File: src/hdl/pti_ram.sv
// pti_ram: generic synchronous ram, one write port, two registered read ports
// depends on nothing
module pti_ram #(
    parameter int WIDTH = 8,
    parameter int DEPTH = 16
) (
    input  logic                     aclk,
    input  logic                     we,
    input  logic [$clog2(DEPTH)-1:0] waddr,
    input  logic [WIDTH-1:0]         wdata,
    input  logic                     re,
    input  logic [$clog2(DEPTH)-1:0] raddr_a,
    input  logic [$clog2(DEPTH)-1:0] raddr_b,
    output logic [WIDTH-1:0]         rdata_a,
    output logic [WIDTH-1:0]         rdata_b
);
    logic [WIDTH-1:0] mem [DEPTH];

    always_ff @(posedge aclk) begin
        if (we) begin
            mem[waddr] <= wdata;
        end
        if (re) begin
            rdata_a <= mem[raddr_a];
            rdata_b <= mem[raddr_b];
        end
    end
endmodule

File: config.mk
export PLATFORM = sky130hd
export DESIGN_NAME = pti_ram
export DESIGN_NICKNAME = d
export VERILOG_FILES = /design/src/hdl/pti_ram.sv
export SDC_FILE = /design/constraint.sdc
export NUM_CORES = 1
export LEC_CHECK = 0
export BUFFER_PORTS_ARGS = -buffer_cell sky130_fd_sc_hd__buf_4
export CORE_ASPECT_RATIO = 1.1
export CORE_UTILIZATION = 40
export CTS_BUF_LIST = sky130_fd_sc_hd__clkbuf_4 sky130_fd_sc_hd__clkbuf_8
export CTS_CLUSTER_DIAMETER = 120
export CTS_CLUSTER_SIZE = 12
export DETAILED_ROUTE_END_ITERATION = 12
export GPL_TIMING_DRIVEN = 0
export PLACE_DENSITY_LB_ADDON = 0.25
export REMOVE_ABC_BUFFERS = 1
export SLEW_MARGIN = 15
export SYNTH_ARGS = -nofsm -noshare
export SYNTH_HDL_FRONTEND = slang
export SYNTH_SLANG_ARGS = --single-unit
File: constraint.sdc
create_clock -name aclk -period 3 [get_ports aclk]
set_input_delay 0.45 -clock aclk [delete_from_list [all_inputs] [get_ports aclk]]
set_output_delay 0.45 -clock aclk [all_outputs]
set_load 0.05 [all_outputs]
* Word level (Yosys, flattened, before mapping) *
Memories as Yosys holds them, arrays and structs flattened. A register that Yosys moved wholly into a read port is not among the register bits.
Cells that the tools add are included.

cells by class
  multiplexer cells = 2

operators by type and width
  cell              count
  1-bit 2-to-1 mux  2

word-level totals
  RAM bits = 128
  input bits = 23
  memories = 1
  register bits after elaboration = 0

memory list
  memory  depth  width  rd ports  clocked after Yosys merged registers in  wr ports  line  RTL
  mem     16     8      2         2                                        1         17    logic [WIDTH-1:0] mem [DEPTH];

* Depth between registers and ports, before layout *
Gate-level depths: netlist of run 1.

  word-level depth = 2
  gate-level depth with buffers = 5

* Worst setup path before layout of run 1 *
OpenSTA, ideal clock, no wires.

  kind = input port to flip-flop
  start = in waddr[2]
  end = mem mem[0][0] (enable)
  data arrival time = 1.560 ns
  stages = 2
  buffers on the path = 0
  library setup time = 0.383 ns
  slack = 1.057 ns
  cell sequence = or3b_2 nor3_1

RTL lines
  element             line  RTL
  start: declaration  9     input logic [$clog2(DEPTH)-1:0] waddr,
  end: declaration    17

Straight into the memory's write port.

==> out/metrics.yaml, run 1 <==
run_status:
  outcome: "completed"
power:
  p_total_w: 0.00410
  ir_drop_mv: 0.277
  power.density_nw_per_um2: 565
  p_leak_nw: 2.41
placed_design:
  hpwl_um: 9010
  place_ws_ps: 577
  dp_cells: 529
  gp_congestion: 0.735
  numPortBuffers: 38
sta:
  finalSetupTns_ps: 0
  setup_violations: 0
  slew_headroom: 0.266
  hold_viol: 0
  fmax_mhz: 523
  fin_crit_ps: 1910
  slew_violations: 0
  tightest_slew_ps: 1100
  fin_ws_ps: 1090
  clock-skew-final_ps: 6.37
  finalCritPeriodShare: 0.637
  rsz0062_at_grt: "false"
floorplan:
  die_h_um: 136
  row_count: 48
  fp.coreArea_um2: 15800
  die_w_um: 124
  pin_count: 39
  initial_core_util: 0.412
  die-area_um2: 16800
finish:
  syn_to_final_growth_pct: 11.7
  nNetsFinal: 371
  diodes: 0
  n_fill_cell: 1341
  drive_above_1_share: 0.294
  fin_cells: 560
  utilization: 0.460
cts:
  cts_buffers: 17
  cts_max_level: 4
  cts_sinks: 144
  cts_setup_buffers: 0
  cts-root-buf: "clkbuf_8"
  ctsResizeCount: 0
  clkLatencyLatePin_ps: 440
  cts_buffer_depth: 2
  path_clk_slew_ps: 80
  cts_hold_buffers: 0
  tritoncts: "built"
yosys:
  mappedNetlistArea_um2: 6510
  synth_top_cells_by_area: "edfxtp_1, mux4_2, mux4_1"
  synth-seq-cells: 144
  syn_area_per_cell_um2: 21.2
  synth.distinct_cells: 19
  yosysSeqAreaShare: 0.665
  netlist_instances: 307
  yosysTopAreaCell: "edfxtp_1"
  synth_top_area_share: 0.665
  synth_warnings: 0
global_route:
  grt_pass1_vias: 3732
  grt_max_degree: 33
  antenna_found_initial: 1
  grt-ovfl-total: 0
  grt_usage: 0.192
  grt_pass1_wl_um: 22000
critical_path:
  critPathMaxFanout: 32
  worst-r2r-cell-count: 3
  crit_type: "primary input to flop"
  crit_path_start_kind: "primary input"
  end_kind: "flop"
  cp_slowest_cell: "mux4_1"
  arrival_ps: 2090
  rr_endpoint: "rdata_b[7]$_DFFE_PP_"
  cp_cell_sequence: "buf_4 -> mux4_1 -> a22oi_1 -> nand2_1"
  cp.required_ps: 3180
  r2r_slack_ps: 1340
  worstReg2RegStart: "mem[3][7]$_DFFE_PP_"
  cpPeakStageDelay_ps: 670
  cp-startpoint: "raddr_a[0]"
route:
  vias: 3364
  routed_wl_um: 14600
  first_pass_iters: 4
  antenna_left: 0
  viasPerCell: 6.01
  drt-initial-drc-count: 295
  drc: 0
  drt-wirelength-per-cell_um: 26.0
hold_path:
  whs_path_depth: 1
  min_from: "wdata[3]"
  hold_class: "primary input to flop"
  hold_path_end: "mem[5][3]$_DFFE_PP_"
run:
  maxCapViolCount: 0
layout make-up:
class	instances	area, µm²	area share
well taps	200	250	0.0344
clock inverters	12	100	0.0138
repair buffers	42	315	0.0434
flip-flops and latches	144	4320	0.595
clock buffers	19	249	0.0343
multi-input cells	143	2030	0.279
cell usage after synthesis:
cell type / number
and2b_1: 2
buf_6: 6
nand2_1: 17
or3b_2: 1
nand2b_1: 2
nand3b_1: 2
nor3_1: 4
nor2_1: 14
mux4_2: 34
mux4_4: 2
mux4_1: 28
a22oi_1: 32
buf_2: 6
buf_4: 2
edfxtp_1: 144
clkdlybuf4s25_2: 6
nor2b_1: 2
and2_1: 2
nand3_1: 1
registers in the layout, indices dropped and copies added (netlist names):
register / cells
mem: 128
rdata_a: 8
rdata_b: 8
routing by layer:
| metal | routed length (µm) | GRT usage | share of wire |
|---|---|---|---|
| met1 | 5980 | 0.252 | 0.41 |
| met2 | 7280 | 0.309 | 0.50 |
| met3 | 997 | 0.0412 | 0.068 |
| met4 | 314 | 0.0817 | 0.022 |
| met5 | 0 | 0 | 0 |
critical path, delay by kind of cell:
| family | cells | cell delay, ps |
|---|---|---|
| buffers and inverters | 1 | 500 |
| AO/OA/AOI/OAI | 1 | 300 |
| AND/OR/NAND/NOR | 1 | 140 |
| multiplexers | 1 | 670 |
worst max path at each step:
stage / to / slack [ps] / cells after the start
3_5_place_dp: rdata_a[0]$_DFFE_PP_ / 580 / 4
5_1_grt: rdata_b[3]$_DFFE_PP_ / 980 / 4
6_report: rdata_a[6]$_DFFE_PP_ / 1090 / 4
3_3_place_gp: mem[0][0]$_DFFE_PP_ / 320 / 3
4_1_cts: rdata_a[0]$_DFFE_PP_ / 1080 / 4
2_1_floorplan: mem[0][0]$_DFFE_PP_ / 1060 / 2
cells in the final DEF (no fill, tap or decap), drive strengths merged, types with 4 or more instances in the layout:
| master | synthesis | layout |
|---|---|---|
| edfxtp | 144 | 144 |
| clkbuf | 0 | 19 |
| clkinv | 0 | 10 |
| a22oi | 32 | 32 |
| nor3 | 4 | 4 |
| mux4 | 64 | 64 |
| nor2 | 14 | 14 |
| buf | 14 | 42 |
| nand2 | 17 | 17 |
cells by family after synthesis:
logic type | Yosys count | synth area share
and+or+nand+nor | 47 | 0.0335
DFF | 144 | 0.665
AOI/OAI and AO/OA | 32 | 0.0369
muxes | 64 | 0.238
buffers and inverters | 20 | 0.0265
stage by stage:
stage	hold slack [ps]	cell area (µm²)
4_1_cts	290	7270
5_1_grt	295	7270
3_3_place_gp	748	6870
6_report	307	7270
3_5_place_dp	768	6920
2_1_floorplan	549	6330
where the power goes:
group	switching (W)	internal (W)
registers	0.0000206	0.00228
logic	0.000244	0.000158
clock network	0.000681	0.000725
Note: power is estimated with default switching activity, not from simulation.
==> run 2: changes to the inputs <==
- ABC_AREA: not set -> 1
- clock period: 3 -> 1.8 ns (I/O delays scaled with it)
==> out/metrics.yaml, run 2 <==
finish:
  reg_top3: "mem (128), rdata_a (8), rdata_b (8)"
  syn_to_final_growth_pct: 9.09
  drive_above_1_share: 0.0814
  largest_register_ffs: 128
  diodes: 0
  final_common_cell: "nand2_1"
  regMostFlops: "mem"
  nNetsFinal: 883
  layout_common_cells: "nand2_1, nand3_1, edfxtp_1"
critical_path:
  arrival_ps: 1810
  cp.required_ps: 1980
  end_kind: "flop"
  crit_path_start_kind: "primary input"
  critPathMaxFanout: 33
  crit_type: "primary input to flop"
yosys:
  synth_warnings: 0
  synth_edf_count: 144
  netlist_instances: 851
  syn_area_per_cell_um2: 8.72
  yosysSeqAreaShare: 0.583
  mappedNetlistArea_um2: 7420
  synth_top_cells_by_area: "edfxtp_1, nand3_1, nand2_1"
  synthTopCellsByCount: "nand2_1, nand3_1, edfxtp_1"
  synth.distinct_cells: 12
  synth-seq-cells: 144
  synth_top_area_share: 0.583
  yosysTopAreaCell: "edfxtp_1"
  async_flop_share: 0
  yosysMostFrequentCell: "nand2_1"
  synth_flop_cell: "edfxtp_1"
floorplan:
  fp.coreArea_um2: 17900
  die_h_um: 145
  pin_count: 39
  row_count: 51
  die-area_um2: 19100
  initial_core_util: 0.414
  die_w_um: 132
sta:
  fmax_mhz: 611
  setup_violations: 0
  holdWs_ps: 115
  clock-skew-final_ps: 10.5
  tightest_slew_ps: 1000
  fin_ws_ps: 164
  fin_crit_ps: 1640
  slew_headroom: 0.331
  rsz0062_at_grt: "false"
  slew_violations: 0
  hold_viol: 0
  finalCritPeriodShare: 0.909
  finalSetupTns_ps: 0
global_route:
  grt_usage: 0.209
  antenna_found_initial: 0
  grt_pass1_wl_um: 29300
  grt-ovfl-total: 0
  grt_pass1_vias: 5455
  grt_max_degree: 66
run_status:
  outcome: "completed"
route:
  first_pass_iters: 5
  drc: 0
  viasPerCell: 5.16
  drt-initial-drc-count: 404
  antenna_left: 0
  vias: 5731
  routed_wl_um: 19100
  drt-wirelength-per-cell_um: 17.2
placed_design:
  gp_congestion: 0.785
  hpwl_um: 11100
  place_ws_ps: -761
  numPortBuffers: 38
hold_path:
  hold_class: "primary input to flop"
cts:
  cts_sinks: 144
  cts-root-buf: "clkbuf_8"
  tritoncts: "built"
  cts_buffer_depth: 2
  cts_max_level: 4
  clkLatencyLatePin_ps: 450
  cts_buffers: 17
  cts_hold_buffers: 0
  path_clk_slew_ps: 80
power:
  p_leak_nw: 3.55
  p_clk_frac: 0.365
  p_switching_w: 0.00182
  switching_share: 0.248
  ir_drop_mv: 0.482
  internal_power_w: 0.00551
  combPwrFrac: 0.116
  power.density_nw_per_um2: 906
  p_seq_frac: 0.519
run:
  maxCapViolCount: 0
==> run 2: cell count changes in the layout (fill, tap and decap cells not counted), moves of 28 or more <==
| cell | delta |
|---|---|
| nand2_1 | +260 |
| nand3_1 | +224 |
| inv_1 | +134 |
| mux4_2 | -34 |
| a22oi_1 | -32 |
| mux4_1 | -28 |
==> run 2: kinds of logic after synthesis <==
group / Yosys count / synth area share
AND/OR/NAND/NOR: 521 / 0.303
buffers and inverters: 186 / 0.115
flip-flops: 144 / 0.583
==> run 2: repair_timing <==
action / 4_1_cts / 5_1_grt
buffers inserted: 0 / 0
endpoints found under the setup margin: 16 / 8
gates resized for setup: 2 / 2
hold endpoints to repair: 0 / 0
==> run 2: metrics by stage <==
stage | cells | utilization | total power [W] | area, µm²
5_1_grt | 1110 | 0.451 | 0.00754 | 8090
4_1_cts | 1110 | 0.451 | 0.00735 | 8090
3_3_place_gp | 1079 | 0.428 | 0.00473 | 7670
2_1_floorplan | 803 | - | 0.00435 | 7090
3_5_place_dp | 1079 | 0.428 | 0.00473 | 7670
6_report | 1110 | 0.451 | 0.00733 | 8090
==> run 2: final timing paths <==
kind,from,to,slack (ps),depth (start not counted)
hold reg to reg,mem[4][4]$_DFFE_PP_,rdata_a[4]$_DFFE_PP_,780,6
hold / removal,wdata[0],mem[15][0]$_DFFE_PP_,110,1
setup reg to reg,mem[12][5]$_DFFE_PP_,rdata_b[5]$_DFFE_PP_,540,6
setup / recovery,raddr_b[1],rdata_b[5]$_DFFE_PP_,160,6
==> run 2: metal layers <==
layer  vias up  share of wire  GRT usage
met5         -              0          0
met4         0          0.033      0.113
met3        53          0.056     0.0383
met2       233           0.50      0.360
met1      2673           0.41      0.251
li1       2772              -          -
==> run 2: power groups by stage <==
| stage | combinational [W] | sequential [W] | clock [W] |
|---|---|---|---|
| final | 0.000852 | 0.00381 | 0.00267 |
| after CTS | 0.000849 | 0.00381 | 0.00269 |
| after global routing | 0.000921 | 0.00382 | 0.00281 |
| after floorplan | 0.000354 | 0.00399 | 0 |
| after detailed placement | 0.000847 | 0.00388 | 0 |
| after global placement | 0.000843 | 0.00388 | 0 |
==> run 2: layout make-up <==
class / instances / area [µm²]
clock buffers: 18 / 241
multi-input cells: 521 / 2240
fillers: 1730 / 9840
flip-flops and latches: 144 / 4320
repair buffers: 38 / 293
inverters: 138 / 523
well taps: 238 / 298
clock inverters: 13 / 170
==> run 2: critical path, stage by stage <==
cell	delay (ps)
buf_4	440
inv_2	470
nand3_1	210
nand3_1	140
nand3_1	140
nand2_1	120
==> run 3: changes to the inputs <==
- CORE_UTILIZATION: 40 -> 45
- PLACE_DENSITY: not set -> 0.58
- PLACE_DENSITY_LB_ADDON: 0.25 -> not set
==> out/metrics.yaml, run 3 (same netlist as run 2, synthesis figures left out) <==
power:
  p_leak_nw: 3.54
  p_seq_frac: 0.535
  p_clk_frac: 0.343
  p_total_w: 0.00712
  combPwrFrac: 0.122
  p_switching_w: 0.00187
  internal_power_w: 0.00525
  switching_share: 0.262
  power.density_nw_per_um2: 889
  ir_drop_mv: 0.394
sta:
  fmax_mhz: 626
  slew_violations: 0
  rsz0062_at_grt: "false"
  setup_violations: 0
  hold_viol: 0
  slew_headroom: 0.196
  tightest_slew_ps: 1200
  clock-skew-final_ps: 12.6
  fin_ws_ps: 204
  fin_crit_ps: 1600
  finalCritPeriodShare: 0.887
route:
  drt-wirelength-per-cell_um: 19.5
  drc: 0
  viasPerCell: 5.56
  antenna_left: 0
  drt-initial-drc-count: 783
  vias: 5964
  routed_wl_um: 20900
  first_pass_iters: 5
critical_path:
  cp.required_ps: 2010
  crit_path_start_kind: "primary input"
  crit_type: "primary input to flop"
  cp_cell_sequence: "buf_6 -> inv_4 -> nand2_1 -> nand3_1 -> nand3_1 -> nand3_1 -> nand2_1"
  crit_top_cell: "nand3_1"
  cp_slowest_cell: "inv_4"
  cpPeakStageDelay_ps: 620
  arrival_ps: 1800
  critPathTopFamily: "buffers and inverters"
  end_kind: "flop"
  cp_num_buf_inv: 2
  critPathMaxFanout: 65
cts:
  cts-root-buf: "clkbuf_8"
  cts_max_level: 4
  clkLatencyLatePin_ps: 450
  cts_setup_buffers: 0
  tritoncts: "built"
  path_clk_slew_ps: 70
  cts_buffer_depth: 2
  cts_sinks: 144
  cts_buffers: 17
finish:
  layout_common_cells: "nand2_1, nand3_1, edfxtp_1"
  nNetsFinal: 883
  final_common_cell: "nand2_1"
  drive_above_1_share: 0.0837
  syn_to_final_growth_pct: 7.91
  largest_register_ffs: 128
  regMostFlops: "mem"
  diodes: 0
  reg_top3: "mem (128), rdata_a (8), rdata_b (8)"
global_route:
  grt-ovfl-total: 0
  met2_usage: 0.412
  top_usage_layer: "met2"
  grt_pass1_wl_um: 31800
  grt_usage: 0.255
  antenna_found_initial: 0
  grt_use_met3: 0.0539
  grt_pass1_vias: 5698
  grt_util_met1: 0.323
  grt_max_degree: 66
floorplan:
  pin_count: 39
  die_h_um: 137
  die_w_um: 124
  die-area_um2: 17000
  row_count: 48
  fp.coreArea_um2: 15900
  initial_core_util: 0.466
placed_design:
  gp_congestion: 0.787
  place_ws_ps: -730
  hpwl_um: 11900
  numPortBuffers: 38
run_status:
  outcome: "completed"
run:
  maxCapViolCount: 0
hold_path:
  hold_class: "primary input to flop"
## run 3: layout make-up
type	instances	area, µm²
fillers	1454	7910
flip-flops and latches	144	4320
multi-input cells	521	2250
inverters	138	523
repair buffers	38	293
well taps	200	250
clock buffers	19	249
clock inverters	12	120
## run 3: power groups by stage
stage	registers (W)	clock network, W	logic (W)
6_report	0.00381	0.00244	0.000866
5_1_grt	0.00382	0.00262	0.000936
4_1_cts	0.00381	0.00247	0.000854
3_5_place_dp	0.00389	0	0.000853
3_3_place_gp	0.00388	0	0.000840
2_1_floorplan	0.00399	0	0.000354
## run 3: per-layer routing
| layer | part of all wire | vias up |
|---|---|---|
| met5 | 0 | - |
| met4 | 0.036 | 0 |
| met3 | 0.077 | 65 |
| met2 | 0.47 | 294 |
| met1 | 0.41 | 2831 |
| li1 | - | 2774 |
## run 3: final timing paths
kind / to / slack, ps / from / cells past startpoint
max reg2reg: rdata_a[1]$_DFFE_PP_ / 560 / mem[15][1]$_DFFE_PP_ / 6
max: rdata_b[5]$_DFFE_PP_ / 200 / raddr_b[0] / 7
min: mem[0][3]$_DFFE_PP_ / 140 / wdata[3] / 1
min reg2reg: rdata_b[1]$_DFFE_PP_ / 770 / mem[10][1]$_DFFE_PP_ / 6
## run 3: what timing repair did
item | CTS | global route
endpoints found under the setup margin | 16 | 8
gates resized for setup | 2 | 2
hold buffers | 0 | 0
pin swaps | 0 | 0
## run 3: metrics by stage
| stage | hold slack [ps] | TNS (ps) | std cells | util | cell area [µm²] |
|---|---|---|---|---|---|
| 6_report | 144 | 0 | 1072 | 0.503 | 8010 |
| 5_1_grt | 129 | 0 | 1072 | 0.503 | 8010 |
| 4_1_cts | 116 | 0 | 1072 | 0.502 | 8000 |
| 3_5_place_dp | 597 | -14070 | 1041 | 0.479 | 7620 |
| 3_3_place_gp | 591 | -13140 | 1041 | 0.479 | 7620 |
| 2_1_floorplan | 369 | 0 | 803 | - | 7090 |
